File: src/rtl/core/pia_pkg.sv
// ----------------------------------------------------------------------------
// pia_pkg
// Shared constants and types of the primitive index assembler.
// ----------------------------------------------------------------------------
package pia_pkg;

	localparam int MAX_VERTICES = 65536;
	localparam int CNT_W        = $clog2(MAX_VERTICES + 1);
	localparam int IDX_W        = $clog2(MAX_VERTICES);
	localparam int STRIDE_W     = 4;
	localparam int PROD_W       = IDX_W + STRIDE_W;
	localparam int OFS_W        = 20;
	localparam int KIND_W       = 3;
	localparam int REG_IDX_W    = 2;
	localparam int QDEPTH       = 4;
	localparam int QPTR_W       = $clog2(QDEPTH);

	localparam logic [KIND_W-1:0] KIND_TRI_LIST   = 3'd0;
	localparam logic [KIND_W-1:0] KIND_TRI_STRIP  = 3'd1;
	localparam logic [KIND_W-1:0] KIND_TRI_FAN    = 3'd2;
	localparam logic [KIND_W-1:0] KIND_QUADS      = 3'd3;
	localparam logic [KIND_W-1:0] KIND_QUAD_STRIP = 3'd4;

	localparam logic [REG_IDX_W-1:0] REG_PRIMITIVE_KIND = 2'd0;
	localparam logic [REG_IDX_W-1:0] REG_USE_NORMALS    = 2'd1;
	localparam logic [REG_IDX_W-1:0] REG_USE_TEXTURES   = 2'd2;
	localparam logic [REG_IDX_W-1:0] REG_USE_COLORS     = 2'd3;

	localparam logic [STRIDE_W-1:0] STRIDE_BASE    = 4'd3;
	localparam logic [STRIDE_W-1:0] STRIDE_NORMALS = 4'd3;
	localparam logic [STRIDE_W-1:0] STRIDE_TEXTURE = 4'd2;
	localparam logic [STRIDE_W-1:0] STRIDE_COLORS  = 4'd4;

	// One queued job: a triangle, or the first triangle of a quad pair.
	typedef struct packed {
		logic [IDX_W-1:0] a;
		logic [IDX_W-1:0] b;
		logic [IDX_W-1:0] c;
		logic             pair;
	} job_t;

	typedef struct packed {
		logic full;
		logic empty;
	} q_status_t;

endpackage

File: src/rtl/core/pia_front.sv
// ----------------------------------------------------------------------------
// pia_front
// Counts vertices of the current list and classifies each into a triangle job.
// ----------------------------------------------------------------------------
module pia_front import pia_pkg::*; (
	input  logic              clk,
	input  logic              arst_n,
	input  logic              push,
	input  logic              list_start,
	input  logic [KIND_W-1:0] kind,
	input  q_status_t         q_st,
	output logic              wr_en,
	output job_t              wr_job
);

	localparam logic [1:0] PHASE_LAST = 2'd2;

	logic [CNT_W-1:0] count_q;
	logic [1:0]       phase_q;
	logic [CNT_W-1:0] n_base;
	logic [1:0]       phase;
	logic [IDX_W-1:0] n;
	logic             in_range;
	logic             accept;
	logic             has_job;

	always_comb begin
		n_base   = list_start ? '0 : count_q;
		phase    = list_start ? '0 : phase_q;
		n        = n_base[IDX_W-1:0];
		in_range = n_base < CNT_W'(MAX_VERTICES);
		has_job  = 1'b0;
		wr_job   = '0;
		unique case (kind)
			KIND_TRI_LIST: begin
				has_job = (phase == PHASE_LAST);
				wr_job  = '{a: n - IDX_W'(2), b: n - IDX_W'(1), c: n, pair: 1'b0};
			end
			KIND_TRI_STRIP: begin
				has_job = (n_base >= CNT_W'(2));
				if (n[0]) begin
					wr_job = '{a: n - IDX_W'(1), b: n - IDX_W'(2), c: n, pair: 1'b0};
				end else begin
					wr_job = '{a: n - IDX_W'(2), b: n - IDX_W'(1), c: n, pair: 1'b0};
				end
			end
			KIND_TRI_FAN: begin
				has_job = (n_base >= CNT_W'(2));
				wr_job  = '{a: '0, b: n - IDX_W'(1), c: n, pair: 1'b0};
			end
			KIND_QUADS: begin
				has_job = (n[1:0] == 2'b11);
				wr_job  = '{a: n - IDX_W'(3), b: n - IDX_W'(2), c: n - IDX_W'(1),
					pair: 1'b1};
			end
			KIND_QUAD_STRIP: begin
				has_job = (n_base >= CNT_W'(3)) && n[0];
				wr_job  = '{a: n - IDX_W'(3), b: n - IDX_W'(2), c: n - IDX_W'(1),
					pair: 1'b1};
			end
			default: begin
				has_job = 1'b0;
			end
		endcase
	end

	assign accept = push && !q_st.full;
	assign wr_en  = accept && in_range && has_job;

	always_ff @(posedge clk or negedge arst_n) begin
		if (!arst_n) begin
			count_q <= '0;
			phase_q <= '0;
		end else if (accept && in_range) begin
			count_q <= CNT_W'(n_base + CNT_W'(1));
			phase_q <= (phase == PHASE_LAST) ? 2'd0 : phase + 2'd1;
		end
	end

endmodule

File: src/rtl/core/pia_queue.sv
// ----------------------------------------------------------------------------
// pia_queue
// Short job queue between the front and the back.
// ----------------------------------------------------------------------------
module pia_queue import pia_pkg::*; (
	input  logic      clk,
	input  logic      arst_n,
	input  logic      wr_en,
	input  job_t      wr_job,
	input  logic      rd_en,
	output job_t      rd_job,
	output q_status_t q_st
);

	job_t              mem [QDEPTH];
	logic [QPTR_W-1:0] wr_ptr_q;
	logic [QPTR_W-1:0] rd_ptr_q;
	logic [QPTR_W:0]   cnt_q;

	assign q_st.full  = (cnt_q == (QPTR_W+1)'(QDEPTH));
	assign q_st.empty = (cnt_q == '0);
	assign rd_job     = mem[rd_ptr_q];

	always_ff @(posedge clk) begin
		if (wr_en) begin
			mem[wr_ptr_q] <= wr_job;
		end
	end

	always_ff @(posedge clk or negedge arst_n) begin
		if (!arst_n) begin
			wr_ptr_q <= '0;
			rd_ptr_q <= '0;
			cnt_q    <= '0;
		end else begin
			if (wr_en) begin
				wr_ptr_q <= wr_ptr_q + QPTR_W'(1);
			end
			if (rd_en) begin
				rd_ptr_q <= rd_ptr_q + QPTR_W'(1);
			end
			priority if (wr_en && !rd_en) begin
				cnt_q <= cnt_q + (QPTR_W+1)'(1);
			end else if (rd_en && !wr_en) begin
				cnt_q <= cnt_q - (QPTR_W+1)'(1);
			end
		end
	end

endmodule

File: src/rtl/core/pia_back.sv
// ----------------------------------------------------------------------------
// pia_back
// Expands jobs into triangles, scales corners by the stride, holds the result.
// ----------------------------------------------------------------------------
module pia_back import pia_pkg::*; (
	input  logic                clk,
	input  logic                arst_n,
	input  job_t                rd_job,
	input  q_status_t           q_st,
	input  logic [STRIDE_W-1:0] stride,
	input  logic                pop,
	output logic                rd_en,
	output logic                empty,
	output logic [OFS_W-1:0]    corner_a,
	output logic [OFS_W-1:0]    corner_b,
	output logic [OFS_W-1:0]    corner_c,
	output logic                run_last
);

	logic              half_q;
	logic              out_valid_q;
	logic [OFS_W-1:0]  a_q;
	logic [OFS_W-1:0]  b_q;
	logic [OFS_W-1:0]  c_q;
	logic              last_q;
	logic              load;
	logic              first_of_pair;
	logic [IDX_W-1:0]  ia;
	logic [IDX_W-1:0]  ib;
	logic [IDX_W-1:0]  ic;
	logic [PROD_W-1:0] pa;
	logic [PROD_W-1:0] pb;
	logic [PROD_W-1:0] pc;

	assign load          = !q_st.empty && (!out_valid_q || pop);
	assign first_of_pair = rd_job.pair && !half_q;
	assign rd_en         = load && !first_of_pair;

	always_comb begin
		if (half_q) begin
			ia = rd_job.c;
			ib = rd_job.b;
			ic = rd_job.c + IDX_W'(1);
		end else begin
			ia = rd_job.a;
			ib = rd_job.b;
			ic = rd_job.c;
		end
		pa = PROD_W'(ia) * PROD_W'(stride);
		pb = PROD_W'(ib) * PROD_W'(stride);
		pc = PROD_W'(ic) * PROD_W'(stride);
	end

	always_ff @(posedge clk or negedge arst_n) begin
		if (!arst_n) begin
			half_q      <= 1'b0;
			out_valid_q <= 1'b0;
		end else begin
			if (load) begin
				half_q      <= first_of_pair;
				out_valid_q <= 1'b1;
			end else if (pop) begin
				out_valid_q <= 1'b0;
			end
		end
	end

	always_ff @(posedge clk) begin
		if (load) begin
			a_q    <= OFS_W'(pa);
			b_q    <= OFS_W'(pb);
			c_q    <= OFS_W'(pc);
			last_q <= !first_of_pair;
		end
	end

	assign empty    = !out_valid_q;
	assign corner_a = a_q;
	assign corner_b = b_q;
	assign corner_c = c_q;
	assign run_last = last_q;

endmodule

File: src/rtl/core/primitive_index_assembler_core.sv
// ----------------------------------------------------------------------------
// primitive_index_assembler_core
// Turns a vertex stream into triangle corner offsets for list, strip, fan,
// quad and quad strip primitives.
//
//   channel  direction  handshake              payload
//   input    in         push / full            list_start
//   result   out        empty / pop            corner_a, corner_b, corner_c, run_last
//   config   in         cfg_valid / cfg_ready  cfg_index, cfg_data
//
// One vertex is accepted every cycle while the four-entry job queue has room.
// Each result leaves through a single result register, one triangle a cycle while
// the reader pops, so quad kinds produce two triangles per completing vertex.
// An accepted vertex's result passes through the job queue, then the result register.
// Reset clears the vertex count and sets the stride to three elements.
// ----------------------------------------------------------------------------
module primitive_index_assembler_core import pia_pkg::*; (
	input  logic                 clk,
	input  logic                 arst_n,
	input  logic                 push,
	output logic                 full,
	input  logic                 list_start,
	output logic                 empty,
	input  logic                 pop,
	output logic [OFS_W-1:0]     corner_a,
	output logic [OFS_W-1:0]     corner_b,
	output logic [OFS_W-1:0]     corner_c,
	output logic                 run_last,
	input  logic                 cfg_valid,
	output logic                 cfg_ready,
	input  logic [REG_IDX_W-1:0] cfg_index,
	input  logic [KIND_W-1:0]    cfg_data
);

	logic [KIND_W-1:0]   kind_q;
	logic                normals_q;
	logic                textures_q;
	logic                colors_q;
	logic [STRIDE_W-1:0] stride;
	logic                q_wr;
	logic                q_rd;
	job_t                q_wr_job;
	job_t                q_rd_job;
	q_status_t           q_st;

	assign cfg_ready = 1'b1;

	always_ff @(posedge clk or negedge arst_n) begin
		if (!arst_n) begin
			kind_q     <= KIND_TRI_LIST;
			normals_q  <= 1'b0;
			textures_q <= 1'b0;
			colors_q   <= 1'b0;
		end else if (cfg_valid && cfg_ready) begin
			unique case (cfg_index)
				REG_PRIMITIVE_KIND: kind_q     <= cfg_data;
				REG_USE_NORMALS:    normals_q  <= cfg_data[0];
				REG_USE_TEXTURES:   textures_q <= cfg_data[0];
				REG_USE_COLORS:     colors_q   <= cfg_data[0];
				default:            kind_q     <= kind_q;
			endcase
		end
	end

	assign stride = STRIDE_BASE
		+ (normals_q  ? STRIDE_NORMALS : '0)
		+ (textures_q ? STRIDE_TEXTURE : '0)
		+ (colors_q   ? STRIDE_COLORS  : '0);

	assign full = q_st.full;

	pia_front u_front (
		.clk        (clk),
		.arst_n     (arst_n),
		.push       (push),
		.list_start (list_start),
		.kind       (kind_q),
		.q_st       (q_st),
		.wr_en      (q_wr),
		.wr_job     (q_wr_job)
	);

	pia_queue u_queue (
		.clk    (clk),
		.arst_n (arst_n),
		.wr_en  (q_wr),
		.wr_job (q_wr_job),
		.rd_en  (q_rd),
		.rd_job (q_rd_job),
		.q_st   (q_st)
	);

	pia_back u_back (
		.clk      (clk),
		.arst_n   (arst_n),
		.rd_job   (q_rd_job),
		.q_st     (q_st),
		.stride   (stride),
		.pop      (pop),
		.rd_en    (q_rd),
		.empty    (empty),
		.corner_a (corner_a),
		.corner_b (corner_b),
		.corner_c (corner_c),
		.run_last (run_last)
	);

`ifndef SYNTH
	a_queue_state: assert property (@(posedge clk) disable iff (!arst_n)
		!(q_st.full && q_st.empty))
		else $error("job queue reports full and empty together");

	a_pair_follows: assert property (@(posedge clk) disable iff (!arst_n)
		(pop && !empty && !run_last) |=> (!empty && run_last))
		else $error("second triangle of a quad did not follow the first");

	a_no_read_empty: assert property (@(posedge clk) disable iff (!arst_n)
		q_rd |-> !q_st.empty)
		else $error("job read from empty queue");
`endif

endmodule

File: config.mk
export PLATFORM = sky130hd
export DESIGN_NAME = primitive_index_assembler_core
export DESIGN_NICKNAME = d
export VERILOG_FILES = /design/src/rtl/core/pia_pkg.sv /design/src/rtl/core/pia_front.sv /design/src/rtl/core/pia_queue.sv /design/src/rtl/core/pia_back.sv /design/src/rtl/core/primitive_index_assembler_core.sv
export SDC_FILE = /design/constraint.sdc
export NUM_CORES = 1
export LEC_CHECK = 0
export ABC_AREA = 1
export BUFFER_PORTS_ARGS = -buffer_cell sky130_fd_sc_hd__buf_2
export CAP_MARGIN = 20
export CORE_ASPECT_RATIO = 1.25
export CORE_MARGIN = 10
export CORE_UTILIZATION = 60
export DETAILED_ROUTE_END_ITERATION = 12
export GPL_TIMING_DRIVEN = 1
export PLACE_DENSITY = 0.78
export SLEW_MARGIN = 20
export SYNTH_ARGS = -nofsm -noshare
export SYNTH_HDL_FRONTEND = slang
export SYNTH_SLANG_ARGS = --single-unit
File: constraint.sdc
create_clock -name clk -period 6.75 [get_ports clk]
set_input_delay 0.675 -clock clk [delete_from_list [all_inputs] [get_ports clk]]
set_output_delay 0.675 -clock clk [all_outputs]
set_load 0.02 [all_outputs]
==> flow_summary.toml, run 1 <==
[synth]
seq_area_frac_synth = 0.452
ys_top_cells_by_area = "edfxtp_1 (41%), fa_1 (9.1%), nand2_1 (9.0%)"
synth-main-ff-cell = "edfxtp_1"
syn-instance-count = 2073
yosys.area.top_type = "edfxtp_1"
synth.avg_cell_area_um2 = 9.14
async_flop_share = 0.117
synth_edf_count = 257
ys_warn_count = 0
synth_fp_nets = 2256
synth_area_um2 = 18900
ys_types = 51
synth-seq-cells = 291
synth_largest_type_area_fraction = 0.407

[clock_tree]
clk_pin_slew_ns = 0.06
cts_max_path_buffers = 3
htree_levels = 1
cts_setup_buffers = 0
cts_tree = "yes"
cts_resized = 0
ctsHoldBuffers = 0
cts_sinks = 291
cts_buffers = 29
insertion_delay_ns = 0.57
cts-root-buf = "clkbuf_16"

[worst_setup_path]
setup.worst_path.start = "u_queue.rd_ptr_q[0]$_DFFE_PN0P_"
critical_path.top_delay_family = "adder cells"
crit_path_start_kind = "register"
cp.arrival_ns = 5.97
crit_cells = 20
crit-reg2reg-launch = "u_queue.rd_ptr_q[0]$_DFFE_PN0P_"
critPathRequiredTime_ns = 7.08
timing.rr.end = "u_back.corner_c[12]$_DFFE_PP_"
cp_num_buf_inv = 4
cpMaxStageDelayCell = "dfrtp_2"
worstSetupPathType = "register to register"
r2r_setup_slack_ns = 1.11
cp_cell_sequence = "buf_4 > nand2_1 > nand3_1 > nand2_2 > inv_1 > ha_1 > o21ai_0 > nor2_1 > fa_1 > inv_1 > fa_1 > inv_1 > ha_1 > nand2_1 > o21ai_0 > a21boi_0 > o21ai_0 > nand3_1 > nand3_1 > nand2_1"
cp-end-kind = "register"
worstPathMaxFanout = 74
ff2ff_path_depth = 20
slowest_delay_ns = 0.71
crit_path_end = "u_back.corner_c[12]$_DFFE_PP_"

[sta]
clock_skew_ns = 0.0240
setup_viol = 0
maxSlewViolCount = 0
clock.fmax_mhz = 177
fin_crit_ns = 5.64
rsz0062_at_grt = "false"
worst_slew_pin_slew_ns = 0.954
fin_setup_tns_ns = 0
hold_viol_final = 0
fin_crit_sh = 0.835
slew_headroom = 0.362

[cells_and_area]
antennaDiodeCount = 0
drive_gt1_frac = 0.0974
n_fill_cell = 2481
area_delta_synth_final_pct = 8.94
multi_input_area_um2 = 9070
num-nets-final = 2316
seqCellArea_um2 = 8570

[place]
dp_hpwl_mm = 36.2
io_buffers = 73
gp_congestion = 0.948

[floorplanning]
start_util = 0.609
die_area_um2 = 39100
core_um2 = 31100
rows = 72
die_x_um = 179
io-pin-count = 75
dieHeight_um = 219

[detailed_routing]
drc = 0
final_antenna_net_count = 0
wl_per_cell_um = 18.5
drt_iter0_markers = 1410
vias = 14379
vias_per_cell = 5.61
drt-total-wl_mm = 47.3
firstDrtPassIters = 5

[run_status]
status = "completed"

[global_route]
antenna_found_initial = 0
grt_max_degree = 75
grt_usage = 0.245
grt_overflow_total = 0
grt_pass1_wl_mm = 76.4
grt_pass1_vias = 14406

[worst_hold_path]
hp-class = "primary input to asynchronous set/reset pin"

[flow_run]
cap_violations = 0
==> layer usage <==
layer	global-route usage	up-vias	routed length [µm]
met5	0	-	0
met4	0.118	0	2310
met3	0.0278	113	2630
met2	0.427	469	23900
met1	0.296	6854	18500
li1	-	6943	-
==> area by class of cell <==
cell class              count  area share
inverters                 270      0.0495
multi-input cells        1448       0.440
clock buffers              42      0.0400
well taps                 407      0.0247
clock inverters            12     0.00600
repair buffers             93      0.0250
flip-flops and latches    291       0.415
==> synthesized netlist by cell type, drive strengths merged, types with 10 or more instances <==
master  count
a21oi      66
buf        33
clkbuf     31
dfrtp      34
edfxtp    257
fa         86
ha         86
inv       265
nand2     468
nand3     154
nor2      286
nor3       12
o211ai     10
o21ai      84
o221ai     18
o22ai      32
or2        10
xnor2      19
xor2       69
==> cell usage in the layout (no fill, tap or decap), types with 6 or more instances in the layout <==
cell       count
nand3_1      151
nand2_1      453
nor2_2        14
dfrtp_1       33
buf_2         73
nand4_1        7
o221ai_1      18
inv_2         10
o22ai_1       32
o21ai_0       76
xnor2_1       19
nor2_1       262
buf_4         20
a31oi_1        7
or2_2          8
clkbuf_16     29
clkbuf_1       8
clkinv_1       6
nor2_4        10
inv_1        254
edfxtp_1     257
nor3_1         9
fa_1          86
a21oi_1       66
nand2_2       12
ha_1          86
xor2_1        68
o211ai_1      10
a21o_1         7
==> metrics by stage <==
step / util / cells / setup WS, ns / hold slack [ns] / cell area (µm²)
CTS: 0.664 / 2563 / 1.13 / 0.215 / 20600
floorplan: - / 2073 / 1.29 / 0.379 / 18900
global placement: 0.633 / 2509 / 1.28 / 0.458 / 19700
finish: 0.664 / 2563 / 1.11 / 0.203 / 20600
detailed placement: 0.633 / 2509 / 1.16 / 0.468 / 19700
global route: 0.664 / 2563 / 0.486 / 0.237 / 20600
==> worst min-delay path by stage <==
stage | depth (start not counted) | slack, ns | to
finish | 1 | 0.20 | u_queue.wr_ptr_q[1]$_DFFE_PN0P_
global route | 1 | 0.24 | u_queue.cnt_q[1]$_DFFE_PN0P_
CTS | 1 | 0.21 | u_queue.wr_ptr_q[1]$_DFFE_PN0P_
detailed placement | 2 | 0.47 | u_front.count_q[1]$_DFFE_PN0P_
global placement | 2 | 0.46 | u_front.count_q[1]$_DFFE_PN0P_
floorplan | 0 | 0.38 | colors_q$_DFFE_PN0P_
==> logic make-up (layout without fill, tap and decap cells) <==
group / after synthesis / after routing / share of synthesized area
flops: 291 / 291 / 0.452
simple gates: 943 / 943 / 0.210
mux: 1 / 1 / 0.000594
xor+xnor: 88 / 88 / 0.0407
other cells: 1 / 1 / 0.000198
buf+inv: 334 / 417 / 0.0715
compound gates: 243 / 243 / 0.0766
fa+ha+maj: 172 / 172 / 0.148
==> sequential cells by signal (all words and copies together) (netlist names), 2 cells and up <==
register          count
kind_q                3
u_queue.wr_ptr_q      2
u_back.corner_a      20
u_queue.mem         196
u_back.corner_b      20
u_queue.rd_ptr_q      2
u_front.phase_q       2
u_front.count_q      17
u_queue.cnt_q         3
u_back.corner_c      20
Power of run 1 is left out: the tool's default activity adds up to more than one toggle a clock period on the data nets, which glitch-free logic cannot reach.
==> run 2, diff against run 1 <==
CORE_UTILIZATION = 57   (was 60)
PLACE_DENSITY = 0.77   (was 0.78)
clock period = 5.1 ns   (was 6.75 ns; I/O delays follow)
==> run 2 against run 1 <==
Effect of this change: sequential share of layout area shrank 0.32 points; clock-buffer cell count decreased by 8; flip-flop and latch count unchanged; register-to-register slack worse by 0.82 ns; die area grew 4.7%; global-route usage shrank 1.1 points; largest cell class unchanged; non-clock buffer count increased by 12; clock skew down 0.0096 ns; design area grew 0.78%; critical endpoint unchanged.
==> flow_summary.toml, run 2 (synthesis gave the netlist of run 1 again) <==
[global_route]
grt_pass1_wl_mm = 77.3
grt_pass1_vias = 14695
grt_overflow_total = 0
antenna_found_initial = 1
grt_max_degree = 74
grt_usage = 0.234

[cells_and_area]
drive_gt1_frac = 0.103
largest_reg_flops = 196
mostFrequentLayoutCells = "nand2_1 (453), nor2_1 (261), edfxtp_1 (257)"
fin_util = 0.634
antennaDiodeCount = 0
n_fill_cell = 2683
area_delta_synth_final_pct = 9.80
top_register = "u_queue.mem"
fin_area_um2 = 20800
num-nets-final = 2327
final_common_cell = "nand2_1"

[worst_setup_path]
timing.rr.end = "u_back.corner_c[12]$_DFFE_PP_"
setup.worst_path.start = "u_queue.rd_ptr_q[0]$_DFFE_PN0P_"
crit_path_end = "u_back.corner_c[12]$_DFFE_PP_"
worstPathMaxFanout = 11
slowest_delay_ns = 0.57
crit_path_start_kind = "register"
r2r_setup_slack_ns = 0.29
cp_cell_sequence = "inv_8 > nand2_1 > nand3_1 > nand2_1 > inv_1 > ha_1 > o21ai_1 > or2_2 > fa_1 > inv_1 > fa_1 > inv_1 > fa_1 > o21ai_0 > a21boi_0 > o21ai_0 > nand3_1 > nand3_1 > nand2_1"
cpMaxStageDelayCell = "fa_1"
cp-end-kind = "register"
ff2ff_path_depth = 19
worstSetupPathType = "register to register"
crit-reg2reg-launch = "u_queue.rd_ptr_q[0]$_DFFE_PN0P_"
critPathRequiredTime_ns = 5.42
cp.arrival_ns = 5.13

[detailed_routing]
drt_iter0_markers = 1277
vias = 14683
firstDrtPassIters = 6
drt-total-wl_mm = 48.3
wl_per_cell_um = 18.7
drc = 0
vias_per_cell = 5.68
final_antenna_net_count = 0

[clock_tree]
cts_tree = "yes"
ctsHoldBuffers = 0
cts_max_path_buffers = 3
insertion_delay_ns = 0.57
htree_levels = 1
clk_pin_slew_ns = 0.06
cts_resized = 0
cts-root-buf = "clkbuf_16"
cts_setup_buffers = 0
cts_sinks = 291
cts_buffers = 28

[place]
gp_congestion = 0.968
io_buffers = 73
placed_area_um2 = 19800
dp_hpwl_mm = 35.9

[floorplanning]
start_util = 0.578
rows = 74
dieHeight_um = 224
die_area_um2 = 41000
core_um2 = 32800
io-pin-count = 75
die_x_um = 183

[sta]
clock.fmax_mhz = 208
hold_ws_ns = 0.0467
fin_setup_tns_ns = 0
fin_crit_sh = 0.942
slew_headroom = 0.442
worst_slew_pin_slew_ns = 0.837
clock_skew_ns = 0.0144
maxSlewViolCount = 0
setup_viol = 0
hold_viol_final = 0
rsz0062_at_grt = "false"
fin_crit_ns = 4.81

[run_status]
status = "completed"

[flow_run]
cap_violations = 0

[worst_hold_path]
hp-class = "primary input to asynchronous set/reset pin"
run 2: worst min-delay path by stage:
stage / from / endpoint / slack (ns) / cells after the start
2_1_floorplan: arst_n / colors_q$_DFFE_PN0P_ / 0.21 / 0
3_3_place_gp: u_front.count_q[1]$_DFFE_PN0P_ / u_front.count_q[1]$_DFFE_PN0P_ / 0.46 / 2
3_5_place_dp: u_front.count_q[1]$_DFFE_PN0P_ / u_front.count_q[1]$_DFFE_PN0P_ / 0.46 / 2
4_1_cts: arst_n / u_front.count_q[5]$_DFFE_PN0P_ / 0.05 / 1
5_1_grt: arst_n / u_front.count_q[5]$_DFFE_PN0P_ / 0.08 / 1
6_report: arst_n / u_queue.cnt_q[2]$_DFFE_PN0P_ / 0.05 / 1
run 2: metrics by stage:
stage               setup WS (ns)  cells
global route               0.0382   2584
floorplan                   0.252   2073
detailed placement          0.201   2532
CTS                         0.193   2584
global placement            0.216   2532
finish                      0.294   2584
run 2: layout make-up:
type	count	area, µm²	share of cell area
inverters	270	1020	0.0491
repair buffers	105	667	0.0321
well taps	418	523	0.0251
clock buffers	34	754	0.0363
multi-input cells	1448	9070	0.436
clock inverters	18	188	0.00902
flip-flops and latches	291	8570	0.412
run 2: layer usage:
layer | vias to the layer above | track usage | part of all wire
li1 | 6958 | - | -
met1 | 7102 | 0.278 | 0.39
met2 | 514 | 0.413 | 0.50
met3 | 109 | 0.0319 | 0.060
met4 | 0 | 0.107 | 0.043
met5 | - | 0 | 0
run 2: critical path, delay by kind of cell, from the launching register on:
kind / cells / cell delay [ns]
fa+ha+maj: 4 / 1.80
simple gates: 7 / 1.01
buf+inv: 4 / 0.29
flops: 1 / 0.53
compound gates: 4 / 0.94
Power of run 2 is left out for the same reason.
==> run 3, diff against run 2 <==
CORE_UTILIZATION = 60   (was 57)
PLACE_DENSITY = 0.78   (was 0.77)
clock period = 5.4 ns   (was 5.1 ns; I/O delays follow)
==> run 3 against run 2 <==
Effect of this change: register-to-register slack better by 0.10 ns; hold slack improved by 0.016 ns; global-route usage is 2.4 points higher; via count down 0.20%; sequential share of layout area grew 0.10 points; flip-flop and latch count unchanged; critical path type unchanged; largest cell class unchanged; highest routed layer unchanged.
==> flow_summary.toml, run 3 (synthesis gave the netlist of run 1 again) <==
[worst_setup_path]
worstPathMaxFanout = 23
worstSetupPathType = "register to register"
cp.arrival_ns = 5.34
r2r_setup_slack_ns = 0.39
timing.rr.end = "u_back.corner_c[12]$_DFFE_PP_"
ff2ff_path_depth = 19
critPathRequiredTime_ns = 5.73
crit-reg2reg-launch = "u_queue.rd_ptr_q[0]$_DFFE_PN0P_"
crit_path_start_kind = "register"
cp-end-kind = "register"

[detailed_routing]
firstDrtPassIters = 5
vias = 14654
final_antenna_net_count = 0
drt_iter0_markers = 1221
drt-total-wl_mm = 50.1
wl_per_cell_um = 19.5
vias_per_cell = 5.70
drc = 0

[sta]
clock.fmax_mhz = 200
fin_crit_sh = 0.927
hold_viol_final = 0
rsz0062_at_grt = "false"
slew_headroom = 0.249
fin_crit_ns = 5.01
fin_setup_tns_ns = 0
clock_skew_ns = 0.0204
hold_ws_ns = 0.0630
maxSlewViolCount = 0
setup_viol = 0
worst_slew_pin_slew_ns = 1.12

[worst_hold_path]
hp-class = "primary input to asynchronous set/reset pin"

[floorplanning]
rows = 72
core_um2 = 31100
start_util = 0.609
die_area_um2 = 39100
dieHeight_um = 219
io-pin-count = 75
die_x_um = 179

[clock_tree]
cts_max_path_buffers = 3
ctsHoldBuffers = 0
insertion_delay_ns = 0.57
cts_buffers = 29
clk_pin_slew_ns = 0.06
cts-root-buf = "clkbuf_16"
cts_sinks = 291
cts_tree = "yes"
cts_setup_buffers = 0
htree_levels = 1

[cells_and_area]
num-nets-final = 2323
area_delta_synth_final_pct = 9.55
n_fill_cell = 2439
final_common_cell = "nand2_1"
antennaDiodeCount = 0
mostFrequentLayoutCells = "nand2_1 (453), nor2_1 (262), edfxtp_1 (257)"
fin_area_um2 = 20700
largest_reg_flops = 196
top_register = "u_queue.mem"
drive_gt1_frac = 0.0999

[run_status]
status = "completed"

[global_route]
grt_max_degree = 65
antenna_found_initial = 0
grt_pass1_wl_mm = 79.3
grt_pass1_vias = 15034
grt_overflow_total = 0
grt_usage = 0.258

[place]
io_buffers = 73
dp_hpwl_mm = 38.1
gp_congestion = 1.01
placed_area_um2 = 19800

[flow_run]
cap_violations = 0
[run 3: worst max-delay path, stage by stage (launching register included)]
cell and delay (ns):
dfrtp_4 0.62, inv_8 0.12, nand2_1 0.09, nand3_1 0.06
nand2_1 0.16, inv_1 0.09, ha_1 0.28, o21ai_1 0.15
or2_2 0.35, fa_1 0.52, inv_1 0.06, fa_1 0.56
inv_1 0.06, fa_1 0.46, o21ai_0 0.36, a21boi_0 0.22
o21ai_0 0.30, nand3_1 0.15, nand3_1 0.10, nand2_1 0.05
[run 3: area by class of cell]
class	instances	area [µm²]	share of cell area
tap	407	509	0.0245
timing repair buffer	100	622	0.0300
clock inverter	15	155	0.00748
inverter	270	1020	0.0492
multi-input combinational	1448	9070	0.437
sequential	291	8570	0.413
clock buffer	38	800	0.0385
[run 3: worst max-delay path by stage]
stage                                                from                             to  cells after the start
after floorplan                     normals_q$_DFFE_PN0P_  u_back.corner_c[12]$_DFFE_PP_                     19
after global placement    u_queue.rd_ptr_q[0]$_DFFE_PN0P_  u_back.corner_a[12]$_DFFE_PP_                     15
after detailed placement  u_queue.rd_ptr_q[0]$_DFFE_PN0P_  u_back.corner_a[12]$_DFFE_PP_                     15
after CTS                 u_queue.rd_ptr_q[0]$_DFFE_PN0P_  u_back.corner_a[13]$_DFFE_PP_                     17
after global routing      u_queue.rd_ptr_q[0]$_DFFE_PN0P_  u_back.corner_a[13]$_DFFE_PP_                     18
final                     u_queue.rd_ptr_q[0]$_DFFE_PN0P_  u_back.corner_c[12]$_DFFE_PP_                     19
[run 3: stage by stage]
stage / worst slack [ns] / util / std cells
final: 0.394 / 0.668 / 2569
after global routing: 0.0353 / 0.668 / 2569
after CTS: 0.0998 / 0.667 / 2569
after detailed placement: 0.148 / 0.637 / 2516
after global placement: 0.205 / 0.637 / 2516
after floorplan: 0.552 / - / 2073
[run 3: metal layers]
layer	up-vias	global-route usage	wire length (µm)
li1	6957	-	-
met1	7082	0.294	18700
met2	484	0.462	25900
met3	131	0.0279	2670
met4	0	0.140	2830
met5	-	0	0
[run 3: timing repair]
action	4_1_cts	5_1_grt
setup endpoints to repair	0	11
hold endpoints to repair	0	0
gates resized for setup	0	4
Power of run 3 is left out for the same reason.
